`config.mk`:
```
export PLATFORM = sky130hd
export DESIGN_NAME = llf_ram
export DESIGN_NICKNAME = d
export VERILOG_FILES = /design/src/hw/rtl/assert_macros.svh /design/src/hw/rtl/llf_ram.sv
export SDC_FILE = /design/constraint.sdc
export NUM_CORES = 2
export LEC_CHECK = 0
export BUFFER_PORTS_ARGS = -buffer_cell sky130_fd_sc_hd__buf_2
export CORE_ASPECT_RATIO = 1.2
export CORE_UTILIZATION = 50
export DETAILED_ROUTE_END_ITERATION = 8
export GPL_TIMING_DRIVEN = 0
export PLACE_DENSITY_LB_ADDON = 0.2
export REMOVE_ABC_BUFFERS = 1
export SYNTH_ARGS = -nofsm -noshare
export SYNTH_HDL_FRONTEND = slang
export SYNTH_SLANG_ARGS = --single-unit
```
`constraint.sdc`:
```
create_clock -name clk_i -period 6.85 [get_ports clk_i]
set_clock_uncertainty 0.2 [all_clocks]
set_input_delay 0.3425 -clock clk_i [delete_from_list [all_inputs] [get_ports clk_i]]
set_output_delay 0.3425 -clock clk_i [all_outputs]
set_load 0.02 [all_outputs]
```
`src/hw/rtl/assert_macros.svh`:
```
// Assertion macros shared by the longest line finder RTL.
`ifndef ASSERT_MACROS_SVH
`define ASSERT_MACROS_SVH

// Check a property at every clock edge outside reset.
`define LLF_ASSERT(lbl, clk, rst_n, prop, msg) \
  lbl: assert property (@(posedge clk) disable iff (!rst_n) (prop)) else $error(msg);

// Check that a condition implies another in the same cycle.
`define LLF_ASSERT_IMPL(lbl, clk, rst_n, ante, cons, msg) \
  lbl: assert property (@(posedge clk) disable iff (!rst_n) (ante) |-> (cons)) \
    else $error(msg);

// Check that a condition implies another in the next cycle.
`define LLF_ASSERT_NEXT(lbl, clk, rst_n, ante, cons, msg) \
  lbl: assert property (@(posedge clk) disable iff (!rst_n) (ante) |=> (cons)) \
    else $error(msg);

`endif

```
`src/hw/rtl/llf_ram.sv`:
```
// Generic single-write, single-read RAM with registered read data.
module llf_ram #(
  parameter int DATA_W = 8,
  parameter int DEPTH  = 256
) (
  input  logic                     clk_i,
  input  logic                     we_i,
  input  logic [$clog2(DEPTH)-1:0] waddr_i,
  input  logic [DATA_W-1:0]        wdata_i,
  input  logic                     re_i,
  input  logic [$clog2(DEPTH)-1:0] raddr_i,
  output logic [DATA_W-1:0]        rdata_o
);

  logic [DATA_W-1:0] mem_q [DEPTH];
  logic [DATA_W-1:0] rdata_q;

  always_ff @(posedge clk_i) begin
    if (we_i) begin
      mem_q[waddr_i] <= wdata_i;
    end
  end

  // Read returns the old contents on a same-address write.
  always_ff @(posedge clk_i) begin
    if (re_i) begin
      rdata_q <= mem_q[raddr_i];
    end
  end

  assign rdata_o = rdata_q;

endmodule

```
Word level (Yosys, flattened, before mapping)
Memory sizes are Yosys's and may differ from the RTL's. A register that Yosys moved wholly into a read port is not among the register bits.
Index checks and enable logic that the tools add are counted.
{"block": "totals", "ramBits": 2048, "regBits": 0, "wordCells": 3, "input_bits": 27, "romBits": 0, "out_inout_bits": 8, "mem_count": 1, "latchBits": 0}
{"block": "op_classes", "magnitude_cmp": 0, "reduce_logical": 0, "mul": 0, "n_div": 0, "shifts": 0, "addsub": 0, "bitwise": 0, "n_mux": 2, "eq_ne": 0}
{"name": "mem_q", "words": 256, "word_bits": 8, "read_ports": 1, "rd_ports_with_merged_regs": 1, "write_ports": 1, "line_no": "llf_ram.sv:15", "rtl": "logic [DATA_W-1:0] mem_q [DEPTH];"}
{"cell": "2-to-1 mux 1 bit", "count": 2}

Depth between registers and ports, before layout
{"block": "depth", "word_depth": 2, "ltp_mapped": 11, "mapped_depth_nobuf": 6}

Worst setup path after synthesis
OpenSTA, ideal clock, no wires.
{"block": "synth_timing", "path_kind": "input port to flip-flop", "start": "input raddr_i[0]", "end": "register rdata_q[2] (netlist: rdata_o[2]), read port of mem_q, data pin", "setup_ns": 0.269, "arrival_time_ns": 2.150, "cell_stages": 9, "path_slack_ns": 4.231, "required_ns": 6.381, "path_buffers": 4, "cell_sequence": "buf_6 -> buf_12 -> buf_8 -> buf_2 -> mux4_2 -> a22oi_1 -> a21oi_1 -> nor4_1 -> nor4_2"}
{"item": "start: declaration", "line_no": "llf_ram.sv:11", "rtl": "input logic [$clog2(DEPTH)-1:0] raddr_i,"}
{"item": "end: declaration", "line_no": "llf_ram.sv:16", "rtl": "logic [DATA_W-1:0] rdata_q;"}

==> impl_metrics.ini <==
[pwr]
p_switching_w = 0.00538
clkPwrFrac = 0.396
switching_share = 0.215
seqPwrFrac = 0.554
peakVddDrop_v = 0.000227
p_leak_nw = 26.9
powerDensity_nw_per_um2 = 284
p_int_w = 0.0197
p_comb_frac = 0.050

[clock_network]
cts_root_buf = clkbuf_16
numCtsBuffers = 191
clock_latency_ns = 0.85
clock_sinks = 2056
postCtsResizedCells = 0
clkTransAtPathRegs_ns = 0.06
cts_buffer_depth = 3
cts_tree = yes
cts_htree_levels = 4

[layout]
filler_cell_count = 11682
regArea_um2 = 61700
fin_util = 0.558
mostFrequentLayoutCell = edfxtp_1
area_growth_pct = 11.0
layout-drive-gt1-share = 0.210
final_cells = 6056
multi_input_area_um2 = 16600
layout_common_cells = edfxtp_1, mux4_2, nor2_1
fin_nets = 3821

[worst_setup_path]
path_common_cell = buf_16
path_buf_inv = 4
critPathRequiredTime_ns = 7.14
crit_slowest_cell = nor4_1
rr_startpoint = mem_q[83][3]
end_kind = register
crit_type = in2reg
crit_chain = buf_8 > buf_16 > buf_16 > buf_16 > mux4_2 > a22oi_1 > a21oi_1 > nor4_1 > nor4_2
r2r_cells = 6
cp_slowest_stage_delay_ns = 1.13
r2r_end = rdata_o[3]
cp.arrival_ns = 4.64
rrSetupSlack_ns = 3.45
worst-path-max-fanout = 71
cp-start-kind = input port
critPathTopFamily = buffers and inverters

[worst_hold_path]
min_to = mem_q[171][0]
hold_class = in2reg
holdCritStartpoint = waddr_i[0]
min_path_cells = 3

[placement]
numPortBuffers = 34
hpwl_um = 114000
gp_congestion = 0.789
place_inst = 5697

[synthesis]
seq_area_frac_synth = 0.775
synth-main-ff-cell = edfxtp_1
synthCells = 3733
synth_area_um2 = 79600
synth_edf_count = 2056
synthArstFlopShare = 0
synth_cell_types = 54
ys_warn_count = 0
synth-seq-cells = 2056
avgSynthCellArea_um2 = 21.3

[floorplanning]
start_util = 0.503
die-area_um2 = 161000
core-area_um2 = 158000
io_pins = 35
die_y_um = 439
die_w_um = 366
rows = 160

[timing]
worst_pin_slew_ns = 1.55
min_period_over_period = 0.636
report.final.slew_viol_count = 2
fin_crit_ns = 4.36
max_freq_ghz = 0.230
finalHoldViolations = 0
whs_ns = 0.0731
rsz0062_at_grt = false
slew_headroom = -0.0448
finalSetupViolations = 0

[grt]
met2_usage = 0.395
grt_util_met3 = 0.0367
busiest_layer = met2
grt_pass1_vias = 38488
antenna_found_initial = 8
overflow = 0
grt_max_degree = 161
grt_pass1_wl_um = 273000
groute.usage.overall = 0.237
use_met1 = 0.320

[route]
postRouteAntennaNets = 0
drt_iter0_markers = 4220
dr.pass1.iters = 6
drt-total-wl_um = 189000
drc = 0
wl_per_cell_um = 31.2
viasPerCell = 6.26
num_vias = 37931

[run_status]
violations = capacitance limit, slew limit
outcome = complete, but fails checks

[job]
max_cap_viol_count = 1
cells by family (layout without fill, tap and decap cells):
logic type | count (synthesis) | in the layout | synth area share
compound gates | 385 | 385 | 0.0342
flops | 2056 | 2056 | 0.775
mux | 591 | 591 | 0.146
simple gates | 466 | 466 | 0.0263
other cells | 0 | 4 | 0
buf+inv | 235 | 448 | 0.0183
cell usage after synthesis, types with 2 or more instances:
library cell     n  share of area
mux4_1           2        0.00066
a31oi_1          2        0.00016
or2_2            4        0.00031
nand2_1         33         0.0016
nor4_2           3        0.00047
o21ai_0         10        0.00063
a211oi_1        16         0.0015
mux4_2         454           0.13
nor2b_1         31         0.0024
a2111oi_0        2        0.00022
buf_4           27         0.0025
buf_8           13         0.0025
nor4_1          24         0.0019
nand2b_1         8        0.00063
o22a_1           5        0.00055
o221ai_1        46         0.0051
buf_2           31         0.0019
and3b_1          2        0.00022
nor3_1          22         0.0014
a22oi_1        133          0.013
a311oi_1         2        0.00022
o21ai_1          2        0.00013
buf_6           21         0.0030
a22o_1           8        0.00088
nor2_1         282          0.013
clkbuf_1       111         0.0052
nand3b_1         2        0.00019
a221oi_1        13         0.0014
a21oi_1         96         0.0060
and2_1           6        0.00047
buf_1           22         0.0010
nand4_1         10        0.00079
buf_12           8         0.0020
o211ai_1        10        0.00094
mux2i_1        134          0.017
o22ai_1         28         0.0022
o32ai_1          4        0.00044
edfxtp_1      2056           0.78
a2111oi_1        2        0.00025
nand3_1         34         0.0021
stage by stage:
stage	area, um2	setup TNS (ns)	power, W	setup WS (ns)
6_report	88400	0	0.0251	2.49
5_1_grt	88400	0	0.0257	2.37
4_1_cts	88300	0	0.0252	2.41
3_5_place_dp	82500	0	0.0154	1.54
3_3_place_gp	81000	-109.41	0.0158	-14.10
2_1_floorplan	78200	0	0.0146	3.81
layout make-up:
class	instances	area share
Antenna cell	4	0.000113
Clock buffer	242	0.0570
Clock inverter	103	0.00784
Inverter	2	0.0000850
Multi-Input combinational cell	1442	0.187
Sequential cell	2056	0.699
Tap cell	2106	0.0298
Timing Repair Buffer	101	0.0190
how the worst max path moves through the flow:
stage	from	to	slack (ns)	depth (start not counted)
finish	raddr_i[0]	rdata_o[6]	2.49	9
global route	raddr_i[0]	rdata_o[6]	2.37	9
CTS	raddr_i[0]	rdata_o[6]	2.41	9
detailed placement	raddr_i[0]	rdata_o[6]	1.54	9
global placement	raddr_i[0]	rdata_o[1]	-14.10	7
floorplan	raddr_i[2]	rdata_o[6]	3.81	6
tightest hold or removal path: stages:
cell,delay (ns)
buf_2,0.17
nand3_1,0.17
nor2_1,0.21
flip-flops by register name, indices dropped and copies added, names as in the netlist:
register,count
rdata_o,8
mem_q,2048
power groups by stage:
stage / logic [W] / registers (W) / clock network, W
final: 0.00124 / 0.0139 / 0.00994
after global routing: 0.00131 / 0.0139 / 0.0105
after CTS: 0.00126 / 0.0139 / 0.0101
after detailed placement: 0.00125 / 0.0142 / 0
after global placement: 0.00155 / 0.0142 / 0
after floorplan: 0.000487 / 0.0142 / 0
what timing repair did:
item | in CTS | in global routing
hold buffers | 10 | 0
endpoints found under the hold margin | 774 | 0
setup endpoints to repair | 0 | 0
setup buffers | 0 | 0
per-layer routing:
metal / up-vias / part of all wire
met5: - / 0.00023
met4: 6 / 0.032
met3: 343 / 0.066
met2: 1453 / 0.51
met1: 20270 / 0.40
li1: 15859 / -
Power figures use the tool's default switching activity.
