### src/hw/rtl/assert_macros.svh
// Assertion macros shared by the longest line finder RTL.
`ifndef ASSERT_MACROS_SVH
`define ASSERT_MACROS_SVH

// Check a property at every clock edge outside reset.
`define LLF_ASSERT(lbl, clk, rst_n, prop, msg) \
  lbl: assert property (@(posedge clk) disable iff (!rst_n) (prop)) else $error(msg);

// Check that a condition implies another in the same cycle.
`define LLF_ASSERT_IMPL(lbl, clk, rst_n, ante, cons, msg) \
  lbl: assert property (@(posedge clk) disable iff (!rst_n) (ante) |-> (cons)) \
    else $error(msg);

// Check that a condition implies another in the next cycle.
`define LLF_ASSERT_NEXT(lbl, clk, rst_n, ante, cons, msg) \
  lbl: assert property (@(posedge clk) disable iff (!rst_n) (ante) |=> (cons)) \
    else $error(msg);

`endif

### src/hw/rtl/llf_pkg.sv
// Shared constants, types and helpers of the longest line finder.
package llf_pkg;

  localparam int MAX_WIDTH  = 1024;
  localparam int MAX_HEIGHT = 1024;

  localparam int COL_W = $clog2(MAX_WIDTH);
  localparam int ROW_W = $clog2(MAX_HEIGHT);
  localparam int WSZ_W = $clog2(MAX_WIDTH + 1);
  localparam int HSZ_W = $clog2(MAX_HEIGHT + 1);

  localparam int LEN_W   = 11;
  localparam int COORD_W = 10;
  localparam logic [LEN_W-1:0] LEN_MAX = {LEN_W{1'b1}};

  localparam int CFG_IDX_W  = 2;
  localparam int CFG_DATA_W = 11;

  localparam int IN_TDATA_W  = 8;
  localparam int OUT_TDATA_W = 48;

  localparam int WIDTH_RST  = (MAX_WIDTH < 1024) ? MAX_WIDTH : 1024;
  localparam int HEIGHT_RST = (MAX_HEIGHT < 1024) ? MAX_HEIGHT : 1024;

  typedef enum logic [CFG_IDX_W-1:0] {
    CFG_DIRECTION = 2'd0,
    CFG_WIDTH     = 2'd1,
    CFG_HEIGHT    = 2'd2
  } cfg_idx_e;

  // One pixel moving from the position stage into the evaluation stage.
  typedef struct packed {
    logic             valid;
    logic             pixel;
    logic [COL_W-1:0] col;
    logic [ROW_W-1:0] row;
    logic             last_col;
    logic             last_row;
  } llf_item_t;

  typedef struct packed {
    logic               valid;
    logic               found;
    logic [COORD_W-1:0] first_row;
    logic [COORD_W-1:0] first_col;
    logic [COORD_W-1:0] end_row;
    logic [COORD_W-1:0] end_col;
  } llf_result_t;

  function automatic logic [LEN_W-1:0] sat_inc(input logic [LEN_W-1:0] v);
    sat_inc = (v == LEN_MAX) ? LEN_MAX : v + LEN_W'(1);
  endfunction

  function automatic logic [WSZ_W-1:0] clamp_width(input logic [CFG_DATA_W-1:0] v);
    if (v == '0) begin
      clamp_width = WSZ_W'(1);
    end else if (int'(v) > MAX_WIDTH) begin
      clamp_width = WSZ_W'(MAX_WIDTH);
    end else begin
      clamp_width = WSZ_W'(v);
    end
  endfunction

  function automatic logic [HSZ_W-1:0] clamp_height(input logic [CFG_DATA_W-1:0] v);
    if (v == '0) begin
      clamp_height = HSZ_W'(1);
    end else if (int'(v) > MAX_HEIGHT) begin
      clamp_height = HSZ_W'(MAX_HEIGHT);
    end else begin
      clamp_height = HSZ_W'(v);
    end
  endfunction

endpackage

### src/hw/rtl/llf_pos.sv
// Raster position counters and the pipeline register into the evaluation stage.
module llf_pos import llf_pkg::*; (
  input  logic             clk_i,
  input  logic             rst_ni,
  input  logic             accept_i,
  input  logic             pixel_i,
  input  logic [WSZ_W-1:0] width_i,
  input  logic [HSZ_W-1:0] height_i,
  output logic             frame_end_o,
  output logic [COL_W-1:0] raddr_o,
  output llf_item_t        item_o
);

  logic [COL_W-1:0] col_q, col_d;
  logic [ROW_W-1:0] row_q, row_d;
  llf_item_t        item_q, item_d;
  logic             last_col, last_row;

  assign last_col = (WSZ_W'(col_q) + WSZ_W'(1)) >= width_i;
  assign last_row = (HSZ_W'(row_q) + HSZ_W'(1)) >= height_i;

  always_comb begin
    col_d = col_q;
    row_d = row_q;
    if (accept_i) begin
      if (last_col && last_row) begin
        col_d = '0;
        row_d = '0;
      end else if (last_col) begin
        col_d = '0;
        row_d = row_q + ROW_W'(1);
      end else begin
        col_d = col_q + COL_W'(1);
      end
    end
  end

  always_comb begin
    item_d          = item_q;
    item_d.valid    = accept_i;
    if (accept_i) begin
      item_d.pixel    = pixel_i;
      item_d.col      = col_q;
      item_d.row      = row_q;
      item_d.last_col = last_col;
      item_d.last_row = last_row;
    end
  end

  always_ff @(posedge clk_i or negedge rst_ni) begin
    if (!rst_ni) begin
      col_q  <= '0;
      row_q  <= '0;
      item_q <= '0;
    end else begin
      col_q  <= col_d;
      row_q  <= row_d;
      item_q <= item_d;
    end
  end

  assign frame_end_o = last_col && last_row;
  assign raddr_o     = col_q;
  assign item_o      = item_q;

endmodule

### config.mk
export PLATFORM = sky130hd
export DESIGN_NAME = llf_pos
export DESIGN_NICKNAME = d
export VERILOG_FILES = /design/src/hw/rtl/assert_macros.svh /design/src/hw/rtl/llf_pkg.sv /design/src/hw/rtl/llf_pos.sv
export SDC_FILE = /design/constraint.sdc
export NUM_CORES = 1
export LEC_CHECK = 0
export ABC_AREA = 1
export BUFFER_PORTS_ARGS = -buffer_cell sky130_fd_sc_hd__buf_2
export CORE_ASPECT_RATIO = 1.2
export CORE_MARGIN = 1
export CORE_UTILIZATION = 40
export DETAILED_ROUTE_END_ITERATION = 12
export GPL_ROUTABILITY_DRIVEN = 0
export PLACE_DENSITY = 0.74
export SETUP_SLACK_MARGIN = 0.4
export SYNTH_ARGS = -nofsm -noshare
export SYNTH_HDL_FRONTEND = slang
export SYNTH_SLANG_ARGS = --single-unit
### constraint.sdc
create_clock -name clk_i -period 8 [get_ports clk_i]
set_clock_uncertainty 0.1 [all_clocks]
set_input_delay 2.4 -clock clk_i [delete_from_list [all_inputs] [get_ports clk_i]]
set_output_delay 2.4 -clock clk_i [all_outputs]
set_load 0.02 [all_outputs]
== Word-level counts from Yosys, hierarchy flattened ==
Index checks and enable logic that the tools add are counted.

* $add $sub $neg: 4
* Multipliers: 0
* Divide/modulo/power cells: 0
* $lt $le $gt $ge: 2
* Equality and inequality tests: 0
* Shifts and indexed selects: 0
* Mux-type cells: 4
* Bitwise gates (word level): 0
* Reduce and logical (&&, ||, !) cells: 3

{| class="wikitable"
|+ Operators by type and width
! cell !! count
|-
| $mux W10 || 4
|-
| $add A10 B1 Y11 const B || 2
|-
| $ge A11 B11 Y1 || 2
|-
| $add A10 B1 Y10 const B || 2
|-
| $reduce_and A2 Y1 || 1
|-
| $reduce_bool A2 Y1 || 1
|-
| $logic_and A1 B1 Y1 || 1
|}

* Bits in registers: 44
* Bits in latches: 0
* Memory bits (writable): 0
* Bits in read-only memories: 0
* Output and inout bits: 35
* Logic and storage cells: 21
* Memories kept: 0

== Logic depth before layout (Yosys ltp) ==
Gate-level depths: netlist of the first run.

* Word-level depth: 5
* Mapped depth: 18
* Mapped depth without buffers: 17

== Worst setup path after synthesis of the first run ==
Ideal clock, no wire load.

* Path kind: input-to-output
* Start: input port width_i[6]
* End: output port frame_end_o
* Arrival time: 3.554 ns
* Data required time: 5.500 ns
* Slack: 1.946 ns
* Stages: 10
* Buffers on the path: 1
* Cells stage by stage: inv_1 > ha_1 > nand2_1 > nor2_1 > nand3_1 > nand2_1 > inv_2 > nand3_2 > buf_4 > o21a_1

* Longest elaborated chain between the ends: 2

{| class="wikitable"
|+ Ends and longest elaborated chain
! element !! RTL line !! text
|-
| start, declared || llf_pos.sv:7 || <nowiki>input logic [WSZ_W-1:0] width_i,</nowiki>
|-
| $ge A11 B11 Y1 || llf_pos.sv:19 || <nowiki>assign last_col = (WSZ_W'(col_q) + WSZ_W'(1)) >= width_i;</nowiki>
|-
| $logic_and A1 B1 Y1 || llf_pos.sv:62 || <nowiki>assign frame_end_o = last_col && last_row;</nowiki>
|-
| end, declared || llf_pos.sv:9 || <nowiki>output logic frame_end_o,</nowiki>
|}

No other way between the ends.

== Worst setup path after layout of the first run ==
* Start: input port width_i[10]
* End: output port frame_end_o

Same word-level chain as after synthesis.

==> results of run 1 <==
per-layer routing:
layer	up-vias	global-route usage
met5	-	0
li1	1269	-
met1	1108	0.236
met3	17	0.0293
met4	0	0.0818
met2	69	0.282
per-stage QoR:
step / instances / instance area, um^2 / worst slack, ps
final: 514 / 3230 / 1580
after global routing: 514 / 3230 / 1490
after CTS: 514 / 3230 / 1590
after detailed placement: 508 / 3130 / 1600
after global placement: 508 / 3130 / 1630
after floorplan: 373 / 2790 / 1950
cells by family (layout without fill, tap and decap cells):
| family | after synthesis | count (layout) | synth area share |
|---|---|---|---|
| flops | 44 | 44 | 0.394 |
| fa+ha+maj | 24 | 24 | 0.108 |
| buf+inv | 74 | 128 | 0.111 |
| compound gates | 25 | 25 | 0.0493 |
| simple gates | 197 | 197 | 0.310 |
| xor+xnor | 9 | 9 | 0.0282 |
worst register-to-register path: stages (launching register included):
cell     delay, ps
dfrtp_1        490
ha_1           240
nand2_1         80
nor2_1         140
nand3_1        100
nor4_1         340
ha_1           330
nand2_1         90
inv_1           50
a21oi_1        130
nand2_1         90
nor3_2         570
nand3_1        160
nand2_1        100
power groups by stage:
stage	sequential, uW	clock (uW)	combinational [uW]
floorplan	301	0	98.9
global placement	282	0	167
detailed placement	283	0	173
CTS	279	161	174
global route	284	171	196
finish	279	157	172
registers in the layout (all words and copies together), names as in the netlist:
| name | flops |
|---|---|
| item_o | 24 |
| raddr_o | 10 |
| row_q | 10 |
how the worst max path moves through the flow:
stage	endpoint	slack, ps
2_1_floorplan	frame_end_o	1950
3_3_place_gp	frame_end_o	1630
3_5_place_dp	frame_end_o	1600
4_1_cts	frame_end_o	1590
5_1_grt	frame_end_o	1490
6_report	frame_end_o	1580
synthesized netlist by cell type:
cell type / n / area, um^2
xor2_1: 7 / 61.3
clkbuf_1: 1 / 3.75
a21oi_2: 2 / 17.5
nor4_1: 1 / 6.26
nor2_1: 13 / 48.8
nand3b_1: 2 / 15.0
clkbuf_2: 1 / 5.00
nand2_2: 2 / 12.5
inv_2: 4 / 15.0
buf_6: 1 / 11.3
nand4_1: 13 / 81.3
o211ai_1: 1 / 7.51
o21ai_1: 1 / 5.00
o21a_1: 1 / 7.51
a21oi_1: 5 / 25.0
nor3_4: 1 / 16.3
xnor2_1: 2 / 17.5
buf_4: 4 / 30.0
dfrtp_1: 44 / 1100
nand3_1: 21 / 105
inv_1: 56 / 210
buf_1: 1 / 3.75
nor2_4: 1 / 11.3
nor2_2: 1 / 6.26
buf_2: 6 / 30.0
nand3_2: 1 / 10.0
ha_1: 24 / 300
nand2_1: 134 / 503
nor3_2: 3 / 30.0
nor3_1: 4 / 20.0
o21ai_0: 15 / 75.1
area by class of cell:
class                      instances  area, um^2
fill                             680        3540
multi-input combinational        255        1380
sequential                        44        1100
timing repair buffer              62         315
inverter                          60         225
tap                               87         109
clock buffer                       5        68.8
clock inverter                     1        30.0
==> results.yml, run 1 <==
route:
  wl_met1_um: 2860
  detail-route-antenna-nets: 0
  avgViaCountPerCell: 4.79
  vias: 2463
  routed_wl_um: 6120
  drcViolationCount: 0
  dr.pass1.iters: 4
  wl_per_cell_um: 11.9
  drtIter0Drc: 188
  dr.max_layer_used: "met4"
  wl_met2_um: 2820
  wl_met3_um: 269
sta:
  hold_viol: 0
  finalCriticalPeriod_ps: 6420
  period_share: 0.802
  whs_ps: 366
  slew_headroom: 0.374
  finalSetupViolations: 0
  worst_pin_slew_ps: 939
  rsz0062_at_grt: "false"
  setup_tns_ps: 0
  final_max_slew_viol_count: 0
  max_freq_mhz: 156
cts:
  clkTransAtPathRegs_ps: 70
  post_cts_buffers: 0
  cts.repair.resized: 0
  clk_latency_ps: 290
  ctsRootBufferMaster: "clkbuf_8"
  cts_hold_buf: 0
  clk_path_buf_depth: 2
  cts_tree: "yes"
  cts_made_buffers: 5
  clock-sinks: 44
  htree_num_levels: 2
yosys:
  syn_area_per_cell_um2: 7.49
  synthesis.area_mm2: 0.00279
  synth_nets: 423
  yosys_warnings: 0
  synthDistinctLibCells: 31
  syn_inst: 373
  ys_seq_elements: 44
  synth_seq_area_share: 0.394
critical_path:
  path_buf_inv: 4
  cpMaxStageDelayCell: "ha_1"
  crit_top_cell: "buf_2"
  path_max_fanout: 12
  path_depth: 10
  worstPathArrival_ps: 3920
  crit_chain: "buf_2, inv_1, ha_1, nand2_2, nor2_2, o211ai_1, buf_4, nand3_2, o21a_1, buf_2"
  crit_family: "simple AND/OR/NAND/NOR gates"
  regToRegSetupSlack_ps: 4900
  max_stage_delay_ps: 300
  rr_startpoint: "row_q[0]"
  start_kind: "primary input"
  worstPathRequired_ps: 5500
  startpoint: "width_i[10]"
  cp-end-kind: "output pin"
  reg2regPathDepth: 13
  regToRegEndpoint: "row_q[5]"
  critical_path_class: "primary input to output pin"
final_layout:
  areaGrowthSynthToFinish_pct: 15.7
  final_cell_mix: "nand2_1, buf_2, inv_1"
  mostFrequentLayoutCell: "nand2_1"
  final_util: 0.477
  layout-drive-gt1-share: 0.194
  diodes: 0
  fin_nets: 478
power_and_ir_drop:
  power.switching_uw: 209
  p_leak_uw: 0.00196
  switching_share: 0.344
  power_frac_comb: 0.283
  p_int_uw: 399
  peakVddDrop_uv: 101
  pwr_density_cell_mw_per_mm2: 188
  clkPwrFrac: 0.259
  total_power_uw: 608
  pwr-share-seq: 0.458
floorplan:
  floorplan.initialDensity: 0.412
  core_mm2: 0.00677
  die_height_um: 93.5
  ioPinCount: 61
  die-area_mm2: 0.00732
  die_x_um: 78.3
  fp-row-count: 33
worst_hold_path:
  whs_path_depth: 2
  hold_end: "item_o[7]"
  hold_start: "item_o[7]"
  hp-class: "register to register"
grt:
  grt_pass1_wl_um: 10300
  grtUsageTotal: 0.178
  grt_pass1_vias: 2300
  grt_max_degree: 48
  grt_overflow_total: 0
  antenna_found_initial: 0
flow_run:
  cap_violations: 0
outcome:
  status: "finished clean"
placed_design:
  dp_hpwl_um: 4660
  port_buffers: 60
Note: power is estimated with default switching activity, not from simulation.
==> run 2, diff against run 1 <==
PLACE_DENSITY = 0.76   (was 0.74)
clock period = 5.4 ns   (was 8 ns; I/O delays follow)
==> results.yml, run 2 (synthesis results as in run 1) <==
cts:
  clkTransAtPathRegs_ps: 90
  clock-sinks: 44
  cts_tree: "yes"
  cts_made_buffers: 5
  htree_num_levels: 2
  clk_path_buf_depth: 2
  cts_hold_buf: 0
  ctsRootBufferMaster: "clkbuf_8"
  clk_latency_ps: 290
  post_cts_buffers: 0
  cts.repair.resized: 0
critical_path:
  cp-end-kind: "output pin"
  path_buf_inv: 5
  regToRegSetupSlack_ps: 2310
  path_depth: 11
  regToRegEndpoint: "row_q[5]"
  cpMaxStageDelayCell: "ha_1"
  reg2regPathDepth: 13
  worstPathRequired_ps: 3680
  crit_chain: "buf_2, inv_1, ha_1, nand2_2, inv_2, a21oi_2, nand2_1, inv_2, nand3_2, o21a_1, buf_2"
  path_max_fanout: 12
  critical_path_class: "primary input to output pin"
  start_kind: "primary input"
  worstPathArrival_ps: 3060
  startpoint: "width_i[10]"
  crit_family: "simple AND/OR/NAND/NOR gates"
  max_stage_delay_ps: 310
  rr_startpoint: "row_q[0]"
  crit_end: "frame_end_o"
outcome:
  status: "finished clean"
grt:
  grt_pass1_vias: 2297
  grtUsageTotal: 0.176
  grt_pass1_wl_um: 10200
  grt_max_degree: 48
  antenna_found_initial: 0
  grt_overflow_total: 0
final_layout:
  multi_input_area_mm2: 0.00138
  final_cell_mix: "nand2_1, buf_2, inv_1"
  areaGrowthSynthToFinish_pct: 16.5
  diodes: 0
  largest_register_ffs: 24
  fin_area_mm2: 0.00325
  nFillCells: 696
  layout-drive-gt1-share: 0.198
  seqCellArea_mm2: 0.00110
  final_util: 0.481
  finalNonFillerCells: 516
  fin_nets: 478
  mostFrequentLayoutCell: "nand2_1"
power_and_ir_drop:
  clkPwrFrac: 0.281
  p_leak_uw: 0.00197
  pwr-share-seq: 0.446
  power.switching_uw: 317
  p_int_uw: 610
  power_frac_comb: 0.273
  peakVddDrop_uv: 162
  pwr_density_cell_mw_per_mm2: 285
  switching_share: 0.342
floorplan:
  fp-row-count: 33
  die_height_um: 93.5
  floorplan.initialDensity: 0.412
  core_mm2: 0.00677
  ioPinCount: 61
  die_x_um: 78.3
  die-area_mm2: 0.00732
sta:
  period_share: 0.885
  setup_tns_ps: 0
  rsz0062_at_grt: "false"
  worst_pin_slew_ps: 938
  slew_headroom: 0.375
  whs_ps: 368
  max_freq_mhz: 209
  finalSetupViolations: 0
  final_max_slew_viol_count: 0
  hold_viol: 0
  finalCriticalPeriod_ps: 4780
placed_design:
  dp_hpwl_um: 4510
  port_buffers: 60
  placed_cells: 508
  place_area_mm2: 0.00313
route:
  dr.pass1.iters: 4
  vias: 2464
  detail-route-antenna-nets: 0
  drtIter0Drc: 96
  drcViolationCount: 0
  wl_per_cell_um: 11.5
  avgViaCountPerCell: 4.78
  routed_wl_um: 5910
flow_run:
  cap_violations: 0
worst_hold_path:
  hp-class: "register to register"
  hold_start: "item_o[14]"
==> run 2: how the worst min path moves through the flow <==
stage	depth (start not counted)	slack (ps)	to
finish	2	370	item_o[14]
floorplan	2	350	row_q[7]
global route	2	410	item_o[6]
detailed placement	2	350	item_o[14]
CTS	2	380	item_o[6]
global placement	2	350	item_o[22]
==> run 2: final cells by class <==
cell class | instances | share of cell area
Tap cell | 87 | 0.0334
Multi-Input combinational cell | 255 | 0.425
Sequential cell | 44 | 0.338
Clock inverter | 2 | 0.0119
Timing Repair Buffer | 62 | 0.0969
Clock buffer | 6 | 0.0254
Inverter | 60 | 0.0692
==> run 2: power groups by stage <==
stage	clock, uW	combinational [uW]	sequential, uW
floorplan	0	146	446
global placement	0	247	416
detailed placement	0	256	420
CTS	268	257	413
global route	279	290	420
finish	261	253	413
==> run 2: routing by layer <==
metal  up-vias  GRT usage  routed length (um)
met3         6     0.0400                 262
met2        54      0.282                2800
met1      1127      0.231                2790
li1       1277          -                   -
met5         -          0                   0
met4         0     0.0633                  68
==> run 2: metrics by stage <==
step | total power, uW | worst slack, ps
3_3_place_gp | 664 | 649
2_1_floorplan | 592 | 906
6_report | 927 | 620
4_1_cts | 938 | 620
5_1_grt | 989 | 447
3_5_place_dp | 676 | 626
==> run 2: worst reg2reg max path, cell delays in order (launching register included) <==
cell and delay, ps:
dfrtp_1 490, ha_1 230, nand2_1 90, nor2_1 170, nand3_1 130, nor4_1 310
ha_1 320, nand2_1 100, inv_1 50, a21oi_1 130, nand2_1 90, nor3_2 550
nand3_1 170, nand2_1 90
