**src/hw/rtl/assert_macros.svh**
```systemverilog
// Assertion macros shared by the longest line finder RTL.
`ifndef ASSERT_MACROS_SVH
`define ASSERT_MACROS_SVH

// Check a property at every clock edge outside reset.
`define LLF_ASSERT(lbl, clk, rst_n, prop, msg) \
  lbl: assert property (@(posedge clk) disable iff (!rst_n) (prop)) else $error(msg);

// Check that a condition implies another in the same cycle.
`define LLF_ASSERT_IMPL(lbl, clk, rst_n, ante, cons, msg) \
  lbl: assert property (@(posedge clk) disable iff (!rst_n) (ante) |-> (cons)) \
    else $error(msg);

// Check that a condition implies another in the next cycle.
`define LLF_ASSERT_NEXT(lbl, clk, rst_n, ante, cons, msg) \
  lbl: assert property (@(posedge clk) disable iff (!rst_n) (ante) |=> (cons)) \
    else $error(msg);

`endif

```
**src/hw/rtl/llf_pkg.sv**
```systemverilog
// Shared constants, types and helpers of the longest line finder.
package llf_pkg;

  localparam int MAX_WIDTH  = 1024;
  localparam int MAX_HEIGHT = 1024;

  localparam int COL_W = $clog2(MAX_WIDTH);
  localparam int ROW_W = $clog2(MAX_HEIGHT);
  localparam int WSZ_W = $clog2(MAX_WIDTH + 1);
  localparam int HSZ_W = $clog2(MAX_HEIGHT + 1);

  localparam int LEN_W   = 11;
  localparam int COORD_W = 10;
  localparam logic [LEN_W-1:0] LEN_MAX = {LEN_W{1'b1}};

  localparam int CFG_IDX_W  = 2;
  localparam int CFG_DATA_W = 11;

  localparam int IN_TDATA_W  = 8;
  localparam int OUT_TDATA_W = 48;

  localparam int WIDTH_RST  = (MAX_WIDTH < 1024) ? MAX_WIDTH : 1024;
  localparam int HEIGHT_RST = (MAX_HEIGHT < 1024) ? MAX_HEIGHT : 1024;

  typedef enum logic [CFG_IDX_W-1:0] {
    CFG_DIRECTION = 2'd0,
    CFG_WIDTH     = 2'd1,
    CFG_HEIGHT    = 2'd2
  } cfg_idx_e;

  // One pixel moving from the position stage into the evaluation stage.
  typedef struct packed {
    logic             valid;
    logic             pixel;
    logic [COL_W-1:0] col;
    logic [ROW_W-1:0] row;
    logic             last_col;
    logic             last_row;
  } llf_item_t;

  typedef struct packed {
    logic               valid;
    logic               found;
    logic [COORD_W-1:0] first_row;
    logic [COORD_W-1:0] first_col;
    logic [COORD_W-1:0] end_row;
    logic [COORD_W-1:0] end_col;
  } llf_result_t;

  function automatic logic [LEN_W-1:0] sat_inc(input logic [LEN_W-1:0] v);
    sat_inc = (v == LEN_MAX) ? LEN_MAX : v + LEN_W'(1);
  endfunction

  function automatic logic [WSZ_W-1:0] clamp_width(input logic [CFG_DATA_W-1:0] v);
    if (v == '0) begin
      clamp_width = WSZ_W'(1);
    end else if (int'(v) > MAX_WIDTH) begin
      clamp_width = WSZ_W'(MAX_WIDTH);
    end else begin
      clamp_width = WSZ_W'(v);
    end
  endfunction

  function automatic logic [HSZ_W-1:0] clamp_height(input logic [CFG_DATA_W-1:0] v);
    if (v == '0) begin
      clamp_height = HSZ_W'(1);
    end else if (int'(v) > MAX_HEIGHT) begin
      clamp_height = HSZ_W'(MAX_HEIGHT);
    end else begin
      clamp_height = HSZ_W'(v);
    end
  endfunction

endpackage

```
**src/hw/rtl/llf_eval.sv**
```systemverilog
// Run counting, column entry update and best run tracking for one pixel a cycle.
`include "assert_macros.svh"

module llf_eval import llf_pkg::*; (
  input  logic              clk_i,
  input  logic              rst_ni,
  input  llf_item_t         item_i,
  input  logic              vert_i,
  input  logic [LEN_W-1:0]  rdata_i,
  output logic              mem_we_o,
  output logic [COL_W-1:0]  mem_waddr_o,
  output logic [LEN_W-1:0]  mem_wdata_o,
  output llf_result_t       result_o
);

  logic [LEN_W-1:0]   row_run_q, row_run_d;
  logic [LEN_W-1:0]   best_len_q, best_len_d;
  logic [COORD_W-1:0] best_sr_q, best_sr_d, best_sc_q, best_sc_d;

  logic               fwd_valid_q;
  logic [COL_W-1:0]   fwd_addr_q;
  logic [LEN_W-1:0]   fwd_data_q;

  logic [LEN_W-1:0]   prev, v_inc, h_inc, mem_wdata;
  logic [COORD_W-1:0] r10, c10, end_len;
  logic               cand_ok, take, tie_win, frame_end;
  logic [LEN_W-1:0]   cand_len;
  logic [COORD_W-1:0] cand_sr, cand_sc;

  assign r10 = COORD_W'(item_i.row);
  assign c10 = COORD_W'(item_i.col);

  // Row zero never reads the column store; the last write bypasses the RAM.
  always_comb begin
    if (item_i.row == '0) begin
      prev = '0;
    end else if (fwd_valid_q && (fwd_addr_q == item_i.col)) begin
      prev = fwd_data_q;
    end else begin
      prev = rdata_i;
    end
  end

  assign v_inc = sat_inc(prev);
  assign h_inc = sat_inc(row_run_q);

  // Candidate run that ends at this pixel in the active direction.
  always_comb begin
    cand_ok  = 1'b0;
    cand_len = '0;
    cand_sr  = r10;
    cand_sc  = c10;
    if (!vert_i) begin
      if (item_i.pixel && item_i.last_col) begin
        cand_ok  = 1'b1;
        cand_len = h_inc;
        cand_sc  = c10 + COORD_W'(1) - COORD_W'(h_inc);
      end else if (!item_i.pixel && (row_run_q != '0)) begin
        cand_ok  = 1'b1;
        cand_len = row_run_q;
        cand_sc  = c10 - COORD_W'(row_run_q);
      end
    end else begin
      if (item_i.pixel && item_i.last_row) begin
        cand_ok  = 1'b1;
        cand_len = v_inc;
        cand_sr  = r10 + COORD_W'(1) - COORD_W'(v_inc);
      end else if (!item_i.pixel && (prev != '0)) begin
        cand_ok  = 1'b1;
        cand_len = prev;
        cand_sr  = r10 - COORD_W'(prev);
      end
    end
  end

  // Vertical ties go to the smaller column, then the smaller start row.
  assign tie_win = vert_i && (cand_len == best_len_q) && (cand_len != '0) &&
                   ((cand_sc < best_sc_q) ||
                    ((cand_sc == best_sc_q) && (cand_sr < best_sr_q)));
  assign take      = item_i.valid && cand_ok && ((cand_len > best_len_q) || tie_win);
  assign frame_end = item_i.valid && item_i.last_col && item_i.last_row;

  always_comb begin
    best_len_d = best_len_q;
    best_sr_d  = best_sr_q;
    best_sc_d  = best_sc_q;
    if (take) begin
      best_len_d = cand_len;
      best_sr_d  = cand_sr;
      best_sc_d  = cand_sc;
    end
  end

  always_comb begin
    row_run_d = row_run_q;
    if (item_i.valid) begin
      row_run_d = (item_i.pixel && !item_i.last_col) ? h_inc : '0;
    end
  end

  assign mem_wdata = (item_i.pixel && !item_i.last_row) ? v_inc : '0;

  assign end_len = COORD_W'(best_len_d) - COORD_W'(1);

  always_comb begin
    result_o       = '0;
    result_o.valid = frame_end;
    if (best_len_d != '0) begin
      result_o.found     = 1'b1;
      result_o.first_row = best_sr_d;
      result_o.first_col = best_sc_d;
      // The end point follows the direction in force on the last pixel.
      result_o.end_row   = vert_i ? best_sr_d + end_len : best_sr_d;
      result_o.end_col   = vert_i ? best_sc_d : best_sc_d + end_len;
    end
  end

  always_ff @(posedge clk_i or negedge rst_ni) begin
    if (!rst_ni) begin
      row_run_q   <= '0;
      best_len_q  <= '0;
      best_sr_q   <= '0;
      best_sc_q   <= '0;
      fwd_valid_q <= 1'b0;
    end else begin
      row_run_q   <= row_run_d;
      fwd_valid_q <= item_i.valid;
      if (frame_end) begin
        best_len_q <= '0;
        best_sr_q  <= '0;
        best_sc_q  <= '0;
      end else begin
        best_len_q <= best_len_d;
        best_sr_q  <= best_sr_d;
        best_sc_q  <= best_sc_d;
      end
    end
  end

  always_ff @(posedge clk_i) begin
    if (item_i.valid) begin
      fwd_addr_q <= item_i.col;
      fwd_data_q <= mem_wdata;
    end
  end

  assign mem_we_o    = item_i.valid;
  assign mem_waddr_o = item_i.col;
  assign mem_wdata_o = mem_wdata;

  `LLF_ASSERT_IMPL(a_empty_best_clear, clk_i, rst_ni, best_len_q == '0, (best_sr_q == '0) && (best_sc_q == '0), "best start set with zero length")
  `LLF_ASSERT_IMPL(a_last_row_clears, clk_i, rst_ni, item_i.valid && item_i.last_row, mem_wdata == '0, "column entry kept past last row")

endmodule

```
**config.mk**
```make
export PLATFORM = sky130hd
export DESIGN_NAME = llf_eval
export DESIGN_NICKNAME = d
export VERILOG_FILES = /design/src/hw/rtl/llf_pkg.sv /design/src/hw/rtl/llf_eval.sv
export VERILOG_INCLUDE_DIRS = /design/src /design/src/hw/rtl
export SDC_FILE = /design/constraint.sdc
export NUM_CORES = 1
export LEC_CHECK = 0
export ABC_AREA = 0
export BUFFER_PORTS_ARGS = -buffer_cell sky130_fd_sc_hd__buf_2
export CORE_ASPECT_RATIO = 1.2
export CORE_MARGIN = 2
export CORE_UTILIZATION = 55
export DETAILED_ROUTE_END_ITERATION = 16
export PLACE_DENSITY = 0.86
export SYNTH_ARGS = -nofsm -noshare
export SYNTH_HDL_FRONTEND = slang
export SYNTH_SLANG_ARGS = --single-unit
```
**constraint.sdc**
```tcl
create_clock -name clk_i -period 11.71 [get_ports clk_i]
set_input_delay 0.5855 -clock clk_i [delete_from_list [all_inputs] [get_ports clk_i]]
set_output_delay 0.5855 -clock clk_i [all_outputs]
set_load 0.02 [all_outputs]
```
Yosys cells after proc, flatten, opt, wreduce, memory -nomap -nowiden
Index checks and enable logic that the tools add are counted.
{"block": "totals", "ff_bits": 64, "in_bits": 38, "output_inout_bits": 64}
{"block": "classes", "mux": 31, "add_sub_neg": 11, "eq_ne": 5, "order_cmp": 3, "reduce_logical": 25}
{"cell": "11-bit two-way mux", "n": 13}
{"cell": "10-bit two-way mux", "n": 12}
{"cell": "11-bit nonzero test", "n": 4}
{"cell": "41-bit two-way mux", "n": 1}
{"cell": "10-bit subtractor", "n": 4}
{"cell": "11-bit by 1-bit adder with 11-bit output (second input constant)", "n": 2}
{"cell": "11-bit equality test (second input constant)", "n": 2}
{"cell": "10-bit by 1-bit adder with 10-bit output (second input constant)", "n": 2}
{"cell": "10-bit adder", "n": 2}
{"cell": "10-bit equality test", "n": 2}
{"cell": "10-bit < comparator", "n": 2}
{"cell": "1-bit logical AND", "n": 15}
{"cell": "11-bit equality test", "n": 1}
{"cell": "11-bit greater-than comparator", "n": 1}
{"cell": "10-bit logical NOT", "n": 1}
{"cell": "10-bit by 1-bit subtractor with 10-bit output (second input constant)", "n": 1}
{"cell": "1-bit two-way mux", "n": 5}
{"cell": "1-bit logical NOT", "n": 3}
{"cell": "1-bit logical OR", "n": 2}

Depth between registers and ports, before layout
Gate-level depths: netlist (run 1).
{"block": "logic_depth", "depth_word": 20, "depth_mapped": 55}

Worst setup path before layout (run 1)
No wires, ideal clock.
{"block": "synth_timing", "path_kind": "input to output", "startpoint": "input item_i[15] (netlist name)", "endpoint": "output result_o[19] (netlist name)", "n_path_buf": 5, "setup_slack_ns": 1.603, "required_ns": 11.125, "stages": 52, "arrival_time_ns": 9.522, "path_cell_list": "xnor2_1 and4_1 buf_2 nand3_4 buf_6 mux2i_1 or2_2 inv_1 ha_1 clkbuf_1 nand2_1 nor4_2 o31ai_2 o2bb2ai_2 nor3_1 ha_1 ha_1 a21o_1 [... 16 more ...] buf_6 buf_4 nor2_1 a21oi_1 ha_1 inv_1 ha_1 a21o_1 a21oi_1 o21bai_1 a21oi_1 o21bai_1 a21oi_1 o21bai_1 a21oi_1 nand2_1 mux2i_1 mux2i_1"}
{"item": "start, declared", "line_no": "llf_eval.sv:7", "text": "input llf_item_t item_i,"}
{"item": "end, declared", "line_no": "llf_eval.sv:13", "text": "output llf_result_t result_o"}

==> results of run 1 <==
routing by layer:
metal / track usage / share of wire / vias up
met4: 0.175 / 0.055 / 0
met2: 0.537 / 0.48 / 470
met5: 0 / 0 / -
li1: - / - / 4004
met1: 0.377 / 0.40 / 4079
met3: 0.0381 / 0.073 / 112
cells by family after synthesis:
family | after synthesis | synth area share
simple gates | 329 | 0.194
flops | 64 | 0.195
fa+ha+maj | 112 | 0.165
compound gates | 279 | 0.218
mux | 47 | 0.0564
buf+inv | 171 | 0.0883
xor+xnor | 80 | 0.0836
flip-flops by register name, indices dropped and copies added (netlist names):
name,cells
fwd_valid_q,1
fwd_addr_q,10
best_len_q,11
row_run_q,11
best_sr_q,10
best_sc_q,10
fwd_data_q,11
power groups by stage:
| stage | registers, uW | clock network (uW) | logic [uW] |
|---|---|---|---|
| final | 310 | 274 | 1440 |
| after global routing | 315 | 287 | 1590 |
| after CTS | 309 | 274 | 1430 |
| after detailed placement | 312 | 0 | 1410 |
| after global placement | 311 | 0 | 1370 |
| after floorplan | 304 | 0 | 1080 |
cell usage in the layout, fill, tap and decap left out, drive strengths merged, types with 21 or more instances in the layout:
cell type / n
nor2: 130
buf: 113
inv: 112
ha: 106
a21oi: 84
xnor2: 65
nand2: 51
dfrtp: 43
mux2i: 39
o21ai: 37
nor3: 28
o21bai: 25
o22ai: 24
nand3: 24
nand4: 22
edfxtp: 21
final cells by class:
cell class	count	area, um^2	share of cell area
clock buffers	11	243	0.0252
clock inverters	5	55.1	0.00573
inverters	113	424	0.0441
multi-input cells	848	6320	0.658
flip-flops and latches	64	1710	0.177
well taps	208	260	0.0271
repair buffers	113	603	0.0627
path summary, 6_finish.rpt:
path,startpoint,endpoint,slack [ps]
min in group clk_i,item_i[14],fwd_addr_q[2]$_DFFE_PP_,530
worst min register to register,best_len_q[9]$_DFF_PN0_,best_len_q[9]$_DFF_PN0_,540
worst max-delay path,fwd_addr_q[0]$_DFFE_PP_,result_o[19],760
max in group asynchronous,rst_ni,row_run_q[7]$_DFFE_PN0P_,10960
worst max register to register,fwd_addr_q[0]$_DFFE_PP_,best_sc_q[5]$_DFF_PN0_,3770
worst min-delay path,rst_ni,best_sr_q[8]$_DFF_PN0_,330
timing repair:
item	CTS	global route
hold buffers	0	0
buffers inserted	0	3
gates resized for setup	0	12
setup endpoints to repair	0	8
through the flow:
| stage | area, um^2 | cells | total power [uW] | hold WS (ps) | setup slack [ps] |
|---|---|---|---|---|---|
| after global routing | 9620 | 1362 | 2190 | 374 | 75.2 |
| final | 9620 | 1362 | 2030 | 330 | 759 |
| after global placement | 9240 | 1342 | 1680 | 509 | 869 |
| after detailed placement | 9240 | 1342 | 1720 | 529 | 450 |
| after floorplan | 8740 | 1082 | 1390 | 290 | 1600 |
| after CTS | 9540 | 1358 | 2010 | 358 | 347 |
==> impl_metrics.tcl, run 1 <==
set metrics [dict create \
    die_area_mm2 0.0169 \
    rsz0062_at_grt "false" \
    cts_root_buf "clkbuf_16" \
    fmax_ghz 0.0913 \
    tritoncts "done" \
    ys_types 87 \
    routed_wl_um 26300 \
    die_h_um 142 \
    ys_async_sr_fraction 0.672 \
    cp_max_fo 11 \
    fin_worst_skew_ps 7.81 \
    start_util 0.561 \
    htree_levels 3 \
    nFillCells 1358 \
    place.gp.congestion 0.995 \
    grt_max_degree 63 \
    ys.flop_type "dfrtp_1" \
    ys_ff_latch 64 \
    grt_pass1_wl_um 42400 \
    status "complete, no violations" \
    clk_path_buf_depth 2 \
    synth_edf_count 21 \
    route.detailed.drc 0 \
    cpPeakStageDelay_ps 420 \
    hold_viol_final 0 \
    combPwrFrac 0.712 \
    yosys.area.top_type "ha_1" \
    intPower_uw 1020 \
    grt_pass1_vias 8440 \
    area_growth_pct 9.96 \
    path_buf_inv 4 \
    core_area_mm2 0.0156 \
    synth-seq-area-share 0.195 \
    crit_arrival_ps 10370 \
    synthesis.nets 1232 \
    cap_violations 0 \
    setup_viol 0 \
    ys_warn_count 0 \
    p_leak_uw 0.00459 \
    reg2reg_depth 35 \
    hp-class "input port to asynchronous set/reset pin" \
    synth.top_cell.area_share 0.152 \
    p_sw_frac 0.498 \
    power.share.clock 0.135 \
    criticalPathCategory "register to output pin" \
    cts.clk_slew.worst_paths_ps 60 \
    cts.sinks 64 \
    synth_area_leaders "ha_1 (15%), dfrtp_1 (12%), edfxtp_1 (7.2%)" \
    path_depth 49 \
    cts_made_buffers 9 \
    avgSynthCellArea_um2 8.08 \
    startpoint_type "register" \
    power_density_mw_per_mm2 211 \
    grt_usage 0.312 \
    vias 8665 \
    gr-total-overflow 0 \
    wl_per_cell_um 19.3 \
    final_max_slew_viol_count 0 \
    diodes 0 \
    tightest_slew_ps 845 \
    ant_nets 0 \
    portBuffers 101 \
    end_kind "output pin" \
    nets 1299 \
    synth_area_mm2 0.00874 \
    cp_common_cell "a21oi_1" \
    utilization 0.617 \
    insertion_delay_ps 340 \
    rows 50 \
    yosys-top-cells-count "nor2_1 (127), inv_1 (110), ha_1 (106), a21oi_1 (83), xnor2_1 (61)" \
    dr.pass1.iters 5 \
    drtIter0Drc 854 \
    dp_hpwl_um 20100 \
    fin_crit_sh 0.935 \
    dieWidth_um 119 \
    irDropWorstVdd_mv 0.291 \
    fin_tns_setup_ps 0 \
    min_period_ps 10950 \
    drive_above_1_share 0.163 \
    slowest_stage "edfxtp_1" \
    postSynthCellCount 1082 \
    yosysMostFrequentCell "nor2_1" \
    switchingPower_uw 1010 \
    cp_data_required_time_ps 11120 \
    seq_power_share 0.153 \
    slew_headroom 0.431 \
    critPathTopFamily "compound AO/OA/AOI/OAI gates" \
    antenna_found_initial 0 \
    via_per_inst 6.36 \
    ios 102 \
]
Note: power is estimated with default switching activity, not from simulation.
==> inputs of run 2 (changes only) <==
--- a/config.mk
+++ b/config.mk
@@ -11,6 +11,7 @@
 export CORE_ASPECT_RATIO = 1.2
 export CORE_MARGIN = 2
 export CORE_UTILIZATION = 55
+export CTS_BUF_LIST = sky130_fd_sc_hd__clkbuf_8 sky130_fd_sc_hd__clkbuf_16
 export DETAILED_ROUTE_END_ITERATION = 16
 export PLACE_DENSITY = 0.86
 export SYNTH_ARGS = -nofsm -noshare
==> impl_metrics.tcl, run 2 (same netlist as run 1, synthesis figures left out) <==
set metrics [dict create \
    status "complete, no violations" \
    reg.largest.list "best_len_q (11), fwd_data_q (11), row_run_q (11)" \
    grt_pass1_wl_um 42400 \
    fin_tns_setup_ps 0 \
    diodes 0 \
    die_h_um 142 \
    setup_viol 0 \
    path_buf_inv 4 \
    drive_above_1_share 0.163 \
    slew_headroom 0.438 \
    layout_commonest_cell "nor2_1" \
    die_area_mm2 0.0169 \
    htree_levels 3 \
    end_kind "output pin" \
    final_max_slew_viol_count 0 \
    cp_data_required_time_ps 11120 \
    fin_crit_sh 0.936 \
    cp_common_cell "a21oi_1" \
    ios 102 \
    tightest_slew_ps 836 \
    cts.sinks 64 \
    startpoint_type "register" \
    grt_max_degree 63 \
    final_cell_mix "nor2_1 (127), inv_1 (111), ha_1 (105), buf_2 (101), a21oi_1 (82)" \
    nets 1299 \
    antenna_found_initial 0 \
    p_leak_uw 0.00459 \
    fin_worst_skew_ps 7.46 \
    place_inst 1342 \
    core_area_mm2 0.0156 \
    fmax_ghz 0.0913 \
    hold_viol_final 0 \
    power_density_mw_per_mm2 211 \
    finalNonFillerCells 1362 \
    insertion_delay_ps 340 \
    cts.clk_slew.worst_paths_ps 60 \
    dr_wl_met2_um 12600 \
    cpPeakStageDelay_ps 390 \
    hp-class "input port to asynchronous set/reset pin" \
    drt-met1-wl_um 10300 \
    rows 50 \
    dr_wl_met3_um 1940 \
    vias 8633 \
    slowest_stage "edfxtp_1" \
    rsz0062_at_grt "false" \
    cts_root_buf "clkbuf_16" \
    grt_usage 0.312 \
    criticalPathCategory "register to output pin" \
    grt_pass1_vias 8440 \
    place.gp.congestion 0.995 \
    routed_wl_um 26300 \
    cp_max_fo 11 \
    start_util 0.561 \
    route.detailed.drc 0 \
    ant_nets 0 \
    gr-total-overflow 0 \
    irDropWorstVdd_mv 0.290 \
    tritoncts "done" \
    dr.pass1.iters 6 \
    dp_hpwl_um 20100 \
    wl_per_cell_um 19.3 \
    dieWidth_um 119 \
    critPathTopFamily "compound AO/OA/AOI/OAI gates" \
    portBuffers 101 \
    cap_violations 0 \
    min_period_ps 10960 \
    clk_path_buf_depth 2 \
    area_growth_pct 9.96 \
    via_per_inst 6.34 \
    crit_arrival_ps 10370 \
    drtIter0Drc 856 \
    cts_made_buffers 9 \
    routed.top_layer "met4" \
]
run 2: path summary, 6_finish.rpt:
path | startpoint | end | slack (ps) | cells past startpoint
max | fwd_addr_q[3]$_DFFE_PP_ | result_o[19] | 750 | 49
min reg2reg | best_len_q[9]$_DFF_PN0_ | best_len_q[9]$_DFF_PN0_ | 540 | 2
min in group clk_i | item_i[14] | fwd_addr_q[2]$_DFFE_PP_ | 530 | 1
max in group asynchronous | rst_ni | row_run_q[7]$_DFFE_PN0P_ | 10960 | 2
min | rst_ni | best_sr_q[8]$_DFF_PN0_ | 330 | 2
max reg2reg | fwd_addr_q[3]$_DFFE_PP_ | best_sc_q[5]$_DFF_PN0_ | 3770 | 35
run 2: power breakdown:
part | leakage, uW | switching [uW] | internal, uW
Sequential | 0.000776 | 32.3 | 278
Clock | 0.000154 | 103 | 169
Combinational | 0.00366 | 875 | 569
run 2: routing by layer:
layer / global-route usage / vias to the layer above
met5: 0 / -
met2: 0.537 / 467
met3: 0.0381 / 110
met4: 0.175 / 0
met1: 0.377 / 4055
li1: - / 4001
run 2: layout make-up:
class / instances / area [um^2]
Clock buffer: 10 / 239
Clock inverter: 6 / 58.8
Fill cell: 1358 / 5960
Inverter: 113 / 424
Multi-Input combinational cell: 848 / 6320
Sequential cell: 64 / 1710
Tap cell: 208 / 260
Timing Repair Buffer: 113 / 603
run 2: timing repair:
action	in CTS	in global routing
setup endpoints to repair	0	8
hold buffers	0	0
resized for setup	0	12
setup buffers	0	3
run 2: through the flow:
stage | worst slack, ps | area [um^2] | hold WS [ps] | power, uW | utilization
after global routing | 74.9 | 9620 | 374 | 2190 | 0.617
after floorplan | 1600 | 8740 | 290 | 1390 | -
after detailed placement | 450 | 9240 | 529 | 1720 | 0.593
after CTS | 347 | 9540 | 358 | 2010 | 0.612
after global placement | 869 | 9240 | 509 | 1680 | 0.593
final | 755 | 9620 | 329 | 2030 | 0.617
==> inputs of run 3 (changes only) <==
--- a/config.mk
+++ b/config.mk
@@ -6,7 +6,7 @@
 export SDC_FILE = /design/constraint.sdc
 export NUM_CORES = 1
 export LEC_CHECK = 0
-export ABC_AREA = 0
+export ABC_AREA = 1
 export BUFFER_PORTS_ARGS = -buffer_cell sky130_fd_sc_hd__buf_2
 export CORE_ASPECT_RATIO = 1.2
 export CORE_MARGIN = 2
==> impl_metrics.tcl, run 3 <==
set metrics [dict create \
    status "complete, no violations" \
    ys_warn_count 0 \
    gr-total-overflow 0 \
    via_per_inst 5.47 \
    crit_arrival_ps 10130 \
    p_leak_uw 0.00536 \
    dp_slack_ps 1040 \
    utilization 0.614 \
    ios 102 \
    fmax_ghz 0.0933 \
    grt_max_degree 59 \
    ys_async_sr_fraction 0.672 \
    synth.top_cell.area_share 0.150 \
    layout_commonest_cell "nand2_1" \
    cpPeakStageDelay_ps 580 \
    path_depth 64 \
    place.gp.congestion 0.970 \
    rows 50 \
    final_cell_mix "nand2_1 (279), inv_1 (250), nor2_1 (143), ha_1 (106), buf_2 (101)" \
    tritoncts "done" \
    reg2reg_depth 44 \
    grt_pass1_vias 8197 \
    cap_violations 0 \
    yosysMostFrequentCell "nand2_1" \
    yosys.area.top_type "ha_1" \
    insertion_delay_ps 350 \
    synth_area_leaders "ha_1 (15%), dfrtp_1 (12%), nand2_1 (12%)" \
    hold_viol_final 0 \
    grt_pass1_wl_um 38700 \
    slew_headroom 0.350 \
    yosys-top-cells-count "nand2_1 (279), inv_1 (247), nor2_1 (144), ha_1 (106), o21ai_0 (73)" \
    htree_levels 3 \
    reg.largest.list "best_len_q (11), fwd_data_q (11), row_run_q (11)" \
    drtIter0Drc 653 \
    dieWidth_um 120 \
    start_util 0.565 \
    cp_common_cell "nor2_1" \
    nets 1565 \
    die_h_um 143 \
    ys_types 52 \
    antenna_found_initial 0 \
    hp-class "input port to asynchronous set/reset pin" \
    dr.pass1.iters 6 \
    dp_hpwl_um 18700 \
    synth_area_mm2 0.00883 \
    synth-seq-area-share 0.193 \
    cts_root_buf "clkbuf_16" \
    ant_nets 0 \
    final_max_slew_viol_count 0 \
    portBuffers 101 \
    irDropWorstVdd_mv 0.273 \
    cts.sinks 64 \
    vias 8911 \
    cts_made_buffers 9 \
    hold_ws_ps 398 \
    critPathTopFamily "simple AND/OR/NAND/NOR gates" \
    ys.flop_type "dfrtp_1" \
    path_buf_inv 9 \
    tightest_slew_ps 975 \
    power_density_mw_per_mm2 205 \
    area_growth_pct 8.67 \
    synthesis.nets 1499 \
    fin_ws_ps 994 \
    postSynthCellCount 1349 \
    die_area_mm2 0.0171 \
    met3_usage 0.0363 \
    rrSetupSlack_ps 3870 \
    criticalPathCategory "register to output pin" \
    startpoint_type "register" \
    end_kind "output pin" \
    grt-busiest-layer "met2" \
    setup_viol 0 \
    rsz0062_at_grt "false" \
    drive_above_1_share 0.154 \
    avgSynthCellArea_um2 6.55 \
    routed_wl_um 24000 \
    fin_tns_setup_ps 0 \
    diodes 0 \
    min_period_ps 10720 \
    core_area_mm2 0.0156 \
    cts.clk_slew.worst_paths_ps 60 \
    slowest_stage "nor2_2" \
    cts_hold_buf 0 \
    cp_max_fo 26 \
    nFillCells 1458 \
    synth_edf_count 21 \
    grt_usage 0.281 \
    ys_ff_latch 64 \
    fin_worst_skew_ps 9.14 \
    clk_path_buf_depth 2 \
    wl_per_cell_um 14.7 \
    cp_data_required_time_ps 11120 \
    route.detailed.drc 0 \
    use_met1 0.360 \
    fin_crit_sh 0.915 \
    grtUsageMet2 0.477 \
]
==> run 3: changes by cell type after synthesis, sizes merged, moves of 12 or more <==
cell    previous run  this run
a21o              18         2
a21oi             84        61
inv              111       271
mux2i             39         0
nand2             51       297
nand3             24        84
nand4             22         9
nor2             130       166
nor3              28        13
nor4              17         3
o211ai             8        20
o21ai             36        93
o21bai            25         4
xnor2             65        13
==> run 3: where the power goes <==
group	internal, uW	switching [uW]
logic	491	913
registers	287	20.5
clock network	146	104
total	925	1040
==> run 3: logic make-up (layout without fill, tap and decap cells) <==
logic type,after synthesis,count (layout),share of synthesized area
fa+ha+maj,112,112,0.164
flops,64,64,0.193
simple gates,588,588,0.307
buf+inv,326,397,0.151
xor+xnor,37,37,0.0367
compound gates,222,222,0.148
==> run 3: layout make-up <==
type                    count  area (um^2)  area share
clock buffers              10          239      0.0249
clock inverters             6         27.5     0.00287
inverters                 277         1040       0.108
multi-input cells         959         5800       0.604
flip-flops and latches     64         1710       0.178
well taps                 208          260      0.0271
repair buffers            104          528      0.0550
==> run 3: repair_timing <==
| action | CTS | global route |
|---|---|---|
| resized for setup | 0 | 1 |
| endpoints found under the setup margin | 0 | 1 |
| setup buffers | 0 | 0 |
==> run 3: per-layer routing <==
metal | vias up | part of all wire
li1 | 4458 | -
met1 | 4025 | 0.43
met2 | 357 | 0.47
met3 | 71 | 0.064
met4 | 0 | 0.035
met5 | - | 0
==> run 3: path summary, 6_finish.rpt <==
kind | start | endpoint
worst min-delay path | rst_ni | best_sc_q[2]$_DFF_PN0_
max in group asynchronous | rst_ni | best_sr_q[1]$_DFF_PN0_
min in group clk_i | item_i[20] | fwd_addr_q[8]$_DFFE_PP_
worst max register to register | fwd_addr_q[0]$_DFFE_PP_ | best_sr_q[2]$_DFF_PN0_
worst min register to register | best_sc_q[3]$_DFF_PN0_ | best_sc_q[3]$_DFF_PN0_
worst max-delay path | fwd_addr_q[0]$_DFFE_PP_ | result_o[9]
==> run 3: stage by stage <==
step                      instance area (um^2)  total power, uW  std cells
after floorplan                           8830             1350       1349
after global placement                    9330             1660       1612
after detailed placement                  9330             1690       1612
after CTS                                 9590             1950       1628
after global routing                      9600             2160       1628
final                                     9600             1960       1628
==> run 3: worst register-to-register path: cells and delay by family (launching register included) <==
| family | cells | cell delay [ps] |
|---|---|---|
| flip-flops | 1 | 390 |
| AND/OR/NAND/NOR | 24 | 3460 |
| XOR/XNOR | 2 | 340 |
| AO/OA/AOI/OAI | 8 | 1610 |
| buffers and inverters | 6 | 880 |
| adder cells (fa/ha/maj) | 4 | 1100 |
